**src/sv/pascal_subset_lexer_macros.svh**
```systemverilog
// ----------------------------------------------------------------------------
// pascal_subset_lexer_macros
// Assertion macros for the lexer block.
// ----------------------------------------------------------------------------
`ifndef PASCAL_SUBSET_LEXER_MACROS_SVH
`define PASCAL_SUBSET_LEXER_MACROS_SVH
`ifndef SYNTHESIS
`define PSL_ASSERT(label, clk, rst_n, prop) \
    label: assert property (@(posedge clk) disable iff (!rst_n) prop) \
        else $error("assertion failed");
`define PSL_ASSERT_NR(label, clk, prop) \
    label: assert property (@(posedge clk) prop) else $error("assertion failed");
`else
`define PSL_ASSERT(label, clk, rst_n, prop)
`define PSL_ASSERT_NR(label, clk, prop)
`endif
`endif

```
**src/sv/psl_pkg.sv**
```systemverilog
// ----------------------------------------------------------------------------
// psl_pkg
// Token kinds, lexer modes and the result beat type shared by the lexer.
// ----------------------------------------------------------------------------
package psl_pkg;
    localparam int NUM_KW = 10;

    localparam logic [3:0] M_IDLE   = 4'd0;
    localparam logic [3:0] M_IDENT  = 4'd1;
    localparam logic [3:0] M_NUMBER = 4'd2;
    localparam logic [3:0] M_BADNUM = 4'd3;
    localparam logic [3:0] M_COLON  = 4'd4;
    localparam logic [3:0] M_LT     = 4'd5;
    localparam logic [3:0] M_GT     = 4'd6;
    localparam logic [3:0] M_SLASH  = 4'd7;
    localparam logic [3:0] M_LINE   = 4'd8;
    localparam logic [3:0] M_BRACE  = 4'd9;

    localparam logic [4:0] K_ERROR  = 5'd0;
    localparam logic [4:0] K_IDENT  = 5'd11;
    localparam logic [4:0] K_INT    = 5'd12;
    localparam logic [4:0] K_COMMA  = 5'd13;
    localparam logic [4:0] K_DOT    = 5'd14;
    localparam logic [4:0] K_COLON  = 5'd15;
    localparam logic [4:0] K_SEMI   = 5'd16;
    localparam logic [4:0] K_ADD    = 5'd17;
    localparam logic [4:0] K_SUB    = 5'd18;
    localparam logic [4:0] K_MUL    = 5'd19;
    localparam logic [4:0] K_ASSIGN = 5'd20;
    localparam logic [4:0] K_LE     = 5'd21;
    localparam logic [4:0] K_NE     = 5'd22;
    localparam logic [4:0] K_LT     = 5'd23;
    localparam logic [4:0] K_EQ     = 5'd24;
    localparam logic [4:0] K_GE     = 5'd25;
    localparam logic [4:0] K_GT     = 5'd26;
    localparam logic [4:0] K_DIV    = 5'd27;
    localparam logic [4:0] K_DECIMAL= 5'd28;
    localparam logic [4:0] K_UNDER  = 5'd29;

    // One token as classified by the front: kind and length, last flag
    typedef struct packed {
        logic [4:0] kind;
        logic [4:0] len;
        logic       last;
    } t_tok;

    // Keyword character at position pos (lower case), 0 past the end;
    // each word is left-justified in nine bytes, zero filled
    function automatic logic [7:0] kw_char(input int k, input int pos);
        logic [71:0] w;
        begin
            case (k)
                0: w = {"begin", 32'd0};
                1: w = {"end", 48'd0};
                2: w = {"var", 48'd0};
                3: w = {"integer", 16'd0};
                4: w = {"while", 32'd0};
                5: w = {"do", 56'd0};
                6: w = {"if", 56'd0};
                7: w = {"then", 40'd0};
                8: w = "procedure";
                default: w = {"else", 40'd0};
            endcase
            kw_char = (pos >= 0 && pos < 9) ? w[71 - 8 * pos -: 8] : 8'd0;
        end
    endfunction

    function automatic logic [3:0] kw_len(input int k);
        case (k)
            0: kw_len = 4'd5; 1: kw_len = 4'd3; 2: kw_len = 4'd3; 3: kw_len = 4'd7;
            4: kw_len = 4'd5; 5: kw_len = 4'd2; 6: kw_len = 4'd2; 7: kw_len = 4'd4;
            8: kw_len = 4'd9; default: kw_len = 4'd4;
        endcase
    endfunction
endpackage

```
**src/sv/psl_front.sv**
```systemverilog
// ----------------------------------------------------------------------------
// psl_front
// Classifies one character per cycle unless stalled; pushes up to two beats.
// ----------------------------------------------------------------------------
module psl_front #(
    parameter int MAX_TOKEN_LEN = 31
) (
    input  logic              i_clk,
    input  logic              i_rst_n,
    input  logic              i_valid,
    input  logic [7:0]        i_char,
    input  logic              i_end,
    output logic              o_ready,
    input  logic              i_space2,
    output logic              o_push,
    output logic              o_two,
    output psl_pkg::t_tok     o_tok0,
    output psl_pkg::t_tok     o_tok1
);
    import psl_pkg::*;

    localparam int LW = $clog2(MAX_TOKEN_LEN + 1);
    localparam logic [LW-1:0] LMAX = LW'(MAX_TOKEN_LEN);

    logic [3:0]        r_mode, n_mode;
    logic [NUM_KW-1:0] r_cand, n_cand;
    logic [LW-1:0]     r_len, n_len;
    logic [1:0]        r_dots, n_dots;

    logic        acc;
    logic        is_let, is_dig;
    logic [7:0]  lc;
    logic        close_v, start_v;
    logic [4:0]  close_k, start_k;
    logic [4:0]  close_l;
    logic        emit_v;
    logic [4:0]  emit_k;
    logic        do_close, do_start;
    logic [NUM_KW-1:0] cand_pos, cand_st;
    logic [3:0]  st_mode;
    logic [4:0]  len_sat;

    assign o_ready = i_space2;
    assign acc     = i_valid && o_ready;
    assign is_let  = (i_char >= 8'h61 && i_char <= 8'h7a) || (i_char >= 8'h41 && i_char <= 8'h5a);
    assign is_dig  = i_char >= 8'h30 && i_char <= 8'h39;
    assign lc      = (i_char >= 8'h41 && i_char <= 8'h5a) ? i_char + 8'd32 : i_char;
    assign len_sat = (r_len > LW'(31)) ? 5'd31 : 5'(r_len);

    // Narrow keyword mask at current position and at position zero
    always_comb begin
        for (int k = 0; k < NUM_KW; k++) begin
            cand_pos[k] = r_cand[k] && (r_len < LW'(kw_len(k)))
                          && (kw_char(k, int'(r_len[3:0])) == lc);
            cand_st[k]  = kw_char(k, 0) == lc;
        end
    end

    // Token kind when the open token is closed
    always_comb begin
        close_v = 1'b1;
        close_k = K_ERROR;
        close_l = 5'd1;
        case (r_mode)
            M_IDENT: begin
                close_k = K_IDENT;
                close_l = len_sat;
                for (int k = 0; k < NUM_KW; k++)
                    if (r_cand[k] && r_len == LW'(kw_len(k))) close_k = 5'(k + 1);
            end
            M_NUMBER: begin
                close_l = len_sat;
                close_k = (r_dots == 2'd0) ? K_INT : (r_dots == 2'd1) ? K_DECIMAL : K_ERROR;
            end
            M_BADNUM: close_l = len_sat;
            M_COLON:  close_k = K_COLON;
            M_LT:     close_k = K_LT;
            M_GT:     close_k = K_GT;
            M_SLASH:  close_k = K_DIV;
            default:  close_v = 1'b0;
        endcase
    end

    // Token started by the current character
    always_comb begin
        st_mode = M_IDLE;
        start_v = 1'b0;
        start_k = K_ERROR;
        if (is_let)      st_mode = M_IDENT;
        else if (is_dig) st_mode = M_NUMBER;
        else begin
            case (i_char)
                8'h3a: st_mode = M_COLON;
                8'h3c: st_mode = M_LT;
                8'h3e: st_mode = M_GT;
                8'h2f: st_mode = M_SLASH;
                8'h7b: st_mode = M_BRACE;
                8'h2c: begin start_v = 1'b1; start_k = K_COMMA; end
                8'h2e: begin start_v = 1'b1; start_k = K_DOT;   end
                8'h3b: begin start_v = 1'b1; start_k = K_SEMI;  end
                8'h2b: begin start_v = 1'b1; start_k = K_ADD;   end
                8'h2d: begin start_v = 1'b1; start_k = K_SUB;   end
                8'h2a: begin start_v = 1'b1; start_k = K_MUL;   end
                8'h3d: begin start_v = 1'b1; start_k = K_EQ;    end
                8'h5f: begin start_v = 1'b1; start_k = K_UNDER; end
                8'h20, 8'h0a, 8'h09: ;
                default: start_v = 1'b1;
            endcase
        end
    end

    // Mode transitions
    always_comb begin
        n_mode = r_mode; n_cand = r_cand; n_len = r_len; n_dots = r_dots;
        do_close = 1'b0; do_start = 1'b0;
        emit_v = 1'b0; emit_k = K_ERROR;
        if (i_end) do_close = 1'b1;
        else begin
            case (r_mode)
                M_IDENT:
                    if (is_let || is_dig) begin
                        n_cand = cand_pos;
                        if (r_len < LMAX) n_len = r_len + 1'b1;
                    end else begin do_close = 1'b1; do_start = 1'b1; end
                M_NUMBER:
                    if (is_dig || i_char == 8'h2e) begin
                        if (i_char == 8'h2e && r_dots != 2'd3) n_dots = r_dots + 2'd1;
                        if (r_len < LMAX) n_len = r_len + 1'b1;
                    end else if (is_let) begin
                        n_mode = M_BADNUM;
                        if (r_len < LMAX) n_len = r_len + 1'b1;
                    end else begin do_close = 1'b1; do_start = 1'b1; end
                M_BADNUM:
                    if (is_let) begin
                        if (r_len < LMAX) n_len = r_len + 1'b1;
                    end else begin do_close = 1'b1; do_start = 1'b1; end
                M_COLON:
                    if (i_char == 8'h3d) begin emit_v = 1'b1; emit_k = K_ASSIGN; end
                    else begin do_close = 1'b1; do_start = 1'b1; end
                M_LT:
                    if (i_char == 8'h3d) begin emit_v = 1'b1; emit_k = K_LE; end
                    else if (i_char == 8'h3e) begin emit_v = 1'b1; emit_k = K_NE; end
                    else begin do_close = 1'b1; do_start = 1'b1; end
                M_GT:
                    if (i_char == 8'h3d) begin emit_v = 1'b1; emit_k = K_GE; end
                    else begin do_close = 1'b1; do_start = 1'b1; end
                M_SLASH:
                    if (i_char == 8'h2f) begin n_mode = M_LINE; n_len = '0; end
                    else begin do_close = 1'b1; do_start = 1'b1; end
                M_LINE:  if (i_char == 8'h0a) n_mode = M_IDLE;
                M_BRACE: if (i_char == 8'h7d) n_mode = M_IDLE;
                default: do_start = 1'b1;
            endcase
        end
        if (emit_v || do_close) begin
            n_mode = M_IDLE; n_cand = '0; n_len = '0; n_dots = '0;
        end
        if (do_start) begin
            n_mode = st_mode; n_dots = '0;
            n_cand = (st_mode == M_IDENT) ? cand_st : '0;
            n_len  = (st_mode == M_IDLE || st_mode == M_BRACE) ? '0 : LW'(1);
        end
    end

    // Pack the up to two beats of this character
    always_comb begin
        logic v0, v1;
        v0 = emit_v || (do_close && close_v);
        v1 = do_start && start_v;
        o_tok0 = '0; o_tok1 = '0;
        o_two  = v0 && v1;
        o_push = acc && (v0 || v1);
        if (emit_v) begin
            o_tok0.kind = emit_k; o_tok0.len = 5'd2;
        end else if (v0) begin
            o_tok0.kind = close_k; o_tok0.len = close_l;
        end else begin
            o_tok0.kind = start_k; o_tok0.len = 5'd1;
        end
        o_tok0.last = !o_two;
        o_tok1.kind = start_k; o_tok1.len = 5'd1; o_tok1.last = 1'b1;
    end

    always_ff @(posedge i_clk) begin
        if (!i_rst_n) begin
            r_mode <= M_IDLE; r_cand <= '0; r_len <= '0; r_dots <= '0;
        end else if (acc) begin
            r_mode <= n_mode; r_cand <= n_cand; r_len <= n_len; r_dots <= n_dots;
        end
    end

    `include "pascal_subset_lexer_macros.svh"
    `PSL_ASSERT(a_len_cap, i_clk, i_rst_n, r_len <= LMAX)
    `PSL_ASSERT(a_cand_ident, i_clk, i_rst_n, (r_cand != '0) |-> (r_mode == M_IDENT))
    `PSL_ASSERT(a_no_push_full, i_clk, i_rst_n, !i_space2 |-> !o_push)
endmodule

```
**src/sv/psl_back.sv**
```systemverilog
// ----------------------------------------------------------------------------
// psl_back
// Token queue, error counter and the output beat register.
// ----------------------------------------------------------------------------
module psl_back (
    input  logic          i_clk,
    input  logic          i_rst_n,
    input  logic          i_push,
    input  logic          i_two,
    input  psl_pkg::t_tok i_tok0,
    input  psl_pkg::t_tok i_tok1,
    output logic          o_space2,
    output logic          o_valid,
    input  logic          i_ready,
    output logic [4:0]    o_kind,
    output logic [4:0]    o_len,
    output logic [15:0]   o_err,
    output logic          o_last
);
    import psl_pkg::*;

    localparam int DEPTH = 4;

    t_tok        r_q [DEPTH];
    logic [1:0]  r_wp, r_rp;
    logic [2:0]  r_cnt, n_cnt;
    logic [15:0] r_err;
    logic        pop;
    t_tok        head;

    assign o_space2 = r_cnt <= 3'(DEPTH - 2);
    assign pop      = (r_cnt != 3'd0) && (!o_valid || i_ready);
    assign head     = r_q[r_rp];

    always_comb begin
        n_cnt = r_cnt;
        if (i_push) n_cnt = n_cnt + (i_two ? 3'd2 : 3'd1);
        if (pop)    n_cnt = n_cnt - 3'd1;
    end

    // Queue storage
    always_ff @(posedge i_clk) begin
        if (i_push) begin
            r_q[r_wp] <= i_tok0;
            if (i_two) r_q[r_wp + 2'd1] <= i_tok1;
        end
    end

    // Pointers, counter and output register
    always_ff @(posedge i_clk) begin
        if (!i_rst_n) begin
            r_wp <= '0; r_rp <= '0; r_cnt <= '0; r_err <= '0; o_valid <= 1'b0;
        end else begin
            if (i_push) r_wp <= r_wp + (i_two ? 2'd2 : 2'd1);
            r_cnt <= n_cnt;
            if (pop) begin
                r_rp    <= r_rp + 2'd1;
                o_valid <= 1'b1;
                if (head.kind == K_ERROR && r_err != 16'hffff) r_err <= r_err + 16'd1;
            end else if (i_ready) o_valid <= 1'b0;
        end
    end

    always_ff @(posedge i_clk) begin
        if (pop) begin
            o_kind <= head.kind;
            o_len  <= head.len;
            o_last <= head.last;
            o_err  <= (head.kind == K_ERROR && r_err != 16'hffff) ? r_err + 16'd1 : r_err;
        end
    end

    `include "pascal_subset_lexer_macros.svh"
    `PSL_ASSERT(a_cnt_cap, i_clk, i_rst_n, r_cnt <= 3'(DEPTH))
    `PSL_ASSERT(a_hold, i_clk, i_rst_n, (o_valid && !i_ready) |=> $stable(o_kind))
    `PSL_ASSERT(a_err_mono, i_clk, i_rst_n, r_err >= $past(r_err) || $past(!i_rst_n))
endmodule

```
**src/sv/pascal_subset_lexer.sv**
```systemverilog
// Result path: the character that ends a token writes its beats into the token queue,
// from which they move to the output beat register. Throughput: one character per cycle;
// a character may yield two beats, drained one per cycle from a four-entry token queue
// while the receiver is ready; the input stalls while the queue holds more than two.
// Reset: synchronous active low; lexer goes idle, queue empties, error count clears.
// ----------------------------------------------------------------------------
// pascal_subset_lexer
// Streaming lexer for a small Pascal-like language, one byte per beat.
// ----------------------------------------------------------------------------
module pascal_subset_lexer #(
    parameter int MAX_TOKEN_LEN = 31
) (
    input  logic        i_clk,
    input  logic        i_rst_n,
    input  logic        s_axis_tvalid,
    output logic        s_axis_tready,
    input  logic [7:0]  s_axis_tdata,   // [7:0] char_code
    input  logic        s_axis_tlast,   // end_of_input
    output logic        m_axis_tvalid,
    input  logic        m_axis_tready,
    output logic [31:0] m_axis_tdata,   // [4:0] token_kind, [9:5] token_length,
                                        // [25:10] error_total, [31:26] zero
    output logic        m_axis_tlast    // last_of_run
);
    import psl_pkg::*;

    logic push, two, space2;
    t_tok tok0, tok1;
    logic [4:0]  kind, len;
    logic [15:0] err;

    psl_front #(.MAX_TOKEN_LEN(MAX_TOKEN_LEN)) u_front (
        .i_clk, .i_rst_n,
        .i_valid(s_axis_tvalid), .i_char(s_axis_tdata), .i_end(s_axis_tlast),
        .o_ready(s_axis_tready), .i_space2(space2),
        .o_push(push), .o_two(two), .o_tok0(tok0), .o_tok1(tok1)
    );

    psl_back u_back (
        .i_clk, .i_rst_n,
        .i_push(push), .i_two(two), .i_tok0(tok0), .i_tok1(tok1),
        .o_space2(space2),
        .o_valid(m_axis_tvalid), .i_ready(m_axis_tready),
        .o_kind(kind), .o_len(len), .o_err(err), .o_last(m_axis_tlast)
    );

    assign m_axis_tdata = {6'd0, err, len, kind};
endmodule

```
**config.mk**
```make
export PLATFORM = sky130hd
export DESIGN_NAME = pascal_subset_lexer
export DESIGN_NICKNAME = d
export VERILOG_FILES = /design/src/sv/psl_pkg.sv /design/src/sv/psl_front.sv /design/src/sv/psl_back.sv /design/src/sv/pascal_subset_lexer.sv
export VERILOG_INCLUDE_DIRS = /design/src /design/src/sv
export SDC_FILE = /design/constraint.sdc
export NUM_CORES = 1
export LEC_CHECK = 0
export BUFFER_PORTS_ARGS = -buffer_cell sky130_fd_sc_hd__buf_4
export CAP_MARGIN = 0
export CORE_UTILIZATION = 40
export CTS_CLUSTER_SIZE = 20
export DETAILED_ROUTE_END_ITERATION = 8
export PLACE_DENSITY = 0.61
export SYNTH_ARGS = -nofsm -noshare
export SYNTH_HDL_FRONTEND = slang
export SYNTH_SLANG_ARGS = --single-unit
```
**constraint.sdc**
```tcl
create_clock -name i_clk -period 12.95 [get_ports i_clk]
set_input_delay 1.9425 -clock i_clk [delete_from_list [all_inputs] [get_ports i_clk]]
set_output_delay 1.9425 -clock i_clk [all_outputs]
set_load 0.02 [all_outputs]
```
==> impl_results.md <==
- Status: completed
- Synth cell count leaders: 87 x nand2_1, 71 x dfxtp_1, 67 x nor2_1, 54 x a21oi_1, 52 x clkbuf_1
- Clk_lat worst skew: 0.42 ns
- Post-cts resize count: 0
- Top cells by area, synth: dfxtp_1 17%, edfxtp_1 17%, nand2_1 3.8%
- Post-CTS Hold Buffers: 0
- Cells after Synth: 997
- CTS tree: done
- Final setup viols: 0
- Hold WC Path Type: register to register
- Post-DP HPWL: 17500 um
- Die Ht: 148 um
- P_leak: 3.36 nW
- Main synth FF type: dfxtp_1
- CTS Sinks: 118
- Relative slew slack: 16.4%
- Total congestion overflow: 0
- Slowest Stage Delay on Critical Path: 0.50 ns
- CTS clock-pin slew for the worst setup and hold paths: 0.05 ns
- Io pins: 48
- Startpoint Class: input port
- Arrival time of the worst setup path: 5.91 ns
- Dominant cell type by area after synthesis: dfxtp_1
- GRT Total Usage: 23.0%
- Global-route wire length before repair: 39500 um
- Synth top area share: 16.7%
- WP buf/inv: 4
- Mapped cell area: 0.00849 sq mm
- Number of DRC markers in iteration 0: 637
- PortBufs: 41
- Largest net degree at the start of global routing: 44
- Ys async rst share: 0%
- Final #Nets: 1019
- Top-count cell post-synth: nand2_1
- Clock tree root buffer cell: clkbuf_16
- DR pass1 iterations: 5
- Worst Setup End Kind: register
- Worst-case clock buffer depth: 2
- Setup TNS: 0 ns
- Vias in the first global route: 7182
- H-tree levels: 4
- PD cells: 180 mW/mm^2
- Pint: 0.00107 W
- Initial antenna violation count: 0
- Fin crit period: 5.62 ns
- Remaining antenna violation count: 0
- Setup Buffers After CTS: 0
- Critical path class: input port to register
- DIE WIDTH: 148 um
- Switching part of the total: 37.7%
- Worst Tran Pin Value: 1.25 ns
- Post-Route WL: 24600 um
- Avg WL per Cell: 19.3 um
- Final Util: 46.4%
- RSZ-0062 raised after global routing: no
- Crit-path max FO: 20
- Number of buffers created by CTS: 17
- Clock power frac: 29.2%
- Die area: 0.0218 sq mm
- Layout cells sized above 1: 13.1%
- Drc violations: 0
- Area delta synth->final: 11.9%
- DR vias: 7842
- Worst Path Required: 13.24 ns
- Initial Util: 41.4%
- Fin Clk Skew: 0.00894 ns
- Drt via density: 6.16
- Mean Syn Cell Area: 8.51 sq um
- Finished Cell Area: 0.00950 sq mm
- Max Cap Violations: 0
- VDD IR max: 0.0953 mV
- Comb pwr share: 37.4%
- Final hold violations: 0
- Critical path, cell by cell: buf_4 -> inv_1 -> ha_1 -> and3b_1 -> and2_1 -> o211a_2 -> or3_1 -> a211oi_1 -> buf_4 -> inv_1 -> ha_1 -> fa_1 -> o211ai_1 -> and2_1 -> ha_1 -> nand2_1 -> nor4_1 -> a31oi_1 -> o311ai_1
- Diodes inserted: 0
- Slowest-stage cell, CP: or3_1
- Num rows: 52
- Crit path max-delay family: simple AND/OR/NAND/NOR gates
- Tcrit/Tclk final: 43.4%
- Fmax achieved: 0.178 GHz
- Synth warnings: 0
- CP most frequent cell: ha_1
- GPL Wtd Cong: 0.890
- Register bit total from synthesis: 118
- Unique cell type count in the Yosys netlist: 101
- Placed cell area: 0.00887 sq mm
- EDFF count, synth: 47
- Final slew viol count: 0
- Core ar.: 0.0205 sq mm
- Seq/Total Area, Yosys: 33.4%
- Share of power burned in registers: 33.4%
- Net switching power: 0.000646 W
## final timing paths
path / start / end / slack (ns) / depth (start not counted)
max: s_axis_tdata[5] / u_back.r_cnt[2] / 7.33 / 19
min: u_back.r_q[1][4] / u_back.r_q[1][4] / 0.46 / 2
max reg2reg: u_front.r_mode[0] / u_back.r_cnt[2] / 8.59 / 16
min reg2reg: u_back.r_q[1][4] / u_back.r_q[1][4] / 0.46 / 2
## through the flow
| stage | hold WS [ns] | std cells | setup WS [ns] | total power (W) |
|---|---|---|---|---|
| after floorplan | 0.437 | 1002 | 7.52 | 0.00102 |
| after global placement | 0.453 | 1242 | 7.06 | 0.00121 |
| after detailed placement | 0.451 | 1242 | 6.99 | 0.00122 |
| after CTS | 0.464 | 1274 | 7.41 | 0.00172 |
| after global routing | 0.484 | 1274 | 7.07 | 0.00181 |
| final | 0.459 | 1274 | 7.33 | 0.00171 |
## tightest hold or removal path: cells and delay by family, from the launching register on
kind	cells	cell delay, ns
DFF	1	0.30
AOI/OAI and AO/OA	1	0.06
buffers and inverters	1	0.05
## power groups by stage
stage	clock, W	combinational [W]	sequential (W)
2_1_floorplan	0	0.000421	0.000603
5_1_grt	0.000525	0.000697	0.000585
3_5_place_dp	0	0.000637	0.000579
3_3_place_gp	0	0.000632	0.000577
4_1_cts	0.000507	0.000639	0.000572
6_report	0.000499	0.000641	0.000572
## layer usage
metal  up-vias  share of wire (%)  global-route usage [%]  routed length, um
li1       3767                  -                       -                  -
met1      3753                 45                    30.7              11200
met2       280                 48                    37.6              11700
met3        42                4.9                    3.80               1210
met4         0                2.1                    7.78                515
met5         -                  0                       0                  0
## logic make-up (layout without fill, tap and decap cells)
logic type,after synthesis,in the layout,synth area share (%)
buffers and inverters,121,123,6.12
adder cells (fa/ha/maj),15,15,2.30
other,1,6,0.0442
AO/OA/AOI/OAI,283,283,23.8
AND/OR/NAND/NOR,373,373,23.3
flip-flops,118,118,33.4
XOR/XNOR,54,54,5.57
multiplexers,32,32,5.50
## sequential cells by signal, summed over array words and instances, names as in the netlist, 3 cells and up, named ones only
| signal | flops |
|---|---|
| u_front.r_cand | 10 |
| u_back.o_err | 16 |
| u_back.r_err | 16 |
| u_back.o_kind | 5 |
| u_front.r_mode | 4 |
| u_back.o_len | 5 |
| u_back.r_cnt | 3 |
| u_front.r_len | 5 |
| u_back.r_q | 44 |
## layout make-up
class	count	area, sq um
clock buffers	17	425
inverters	38	143
well taps	270	338
flip-flops and latches	118	2830
fillers	2018	11000
multi-input cells	763	5160
repair buffers	53	398
clock inverters	15	200
## cell usage in the layout (no fill, tap or decap), types with 21 or more instances in the layout
master    synthesis  routed
edfxtp_1         47      47
buf_4             8      53
a31oi_1          21      21
o211ai_1         22      22
nand4_1          35      35
xor2_1           26      26
nor2_1           67      67
dfxtp_1          71      71
nor3_1           30      30
o21ai_0          43      43
nand3_1          40      40
inv_1            35      35
nand2_1          87      87
a21oi_1          54      53
xnor2_1          28      28
Note: power is estimated with default switching activity, not from simulation.
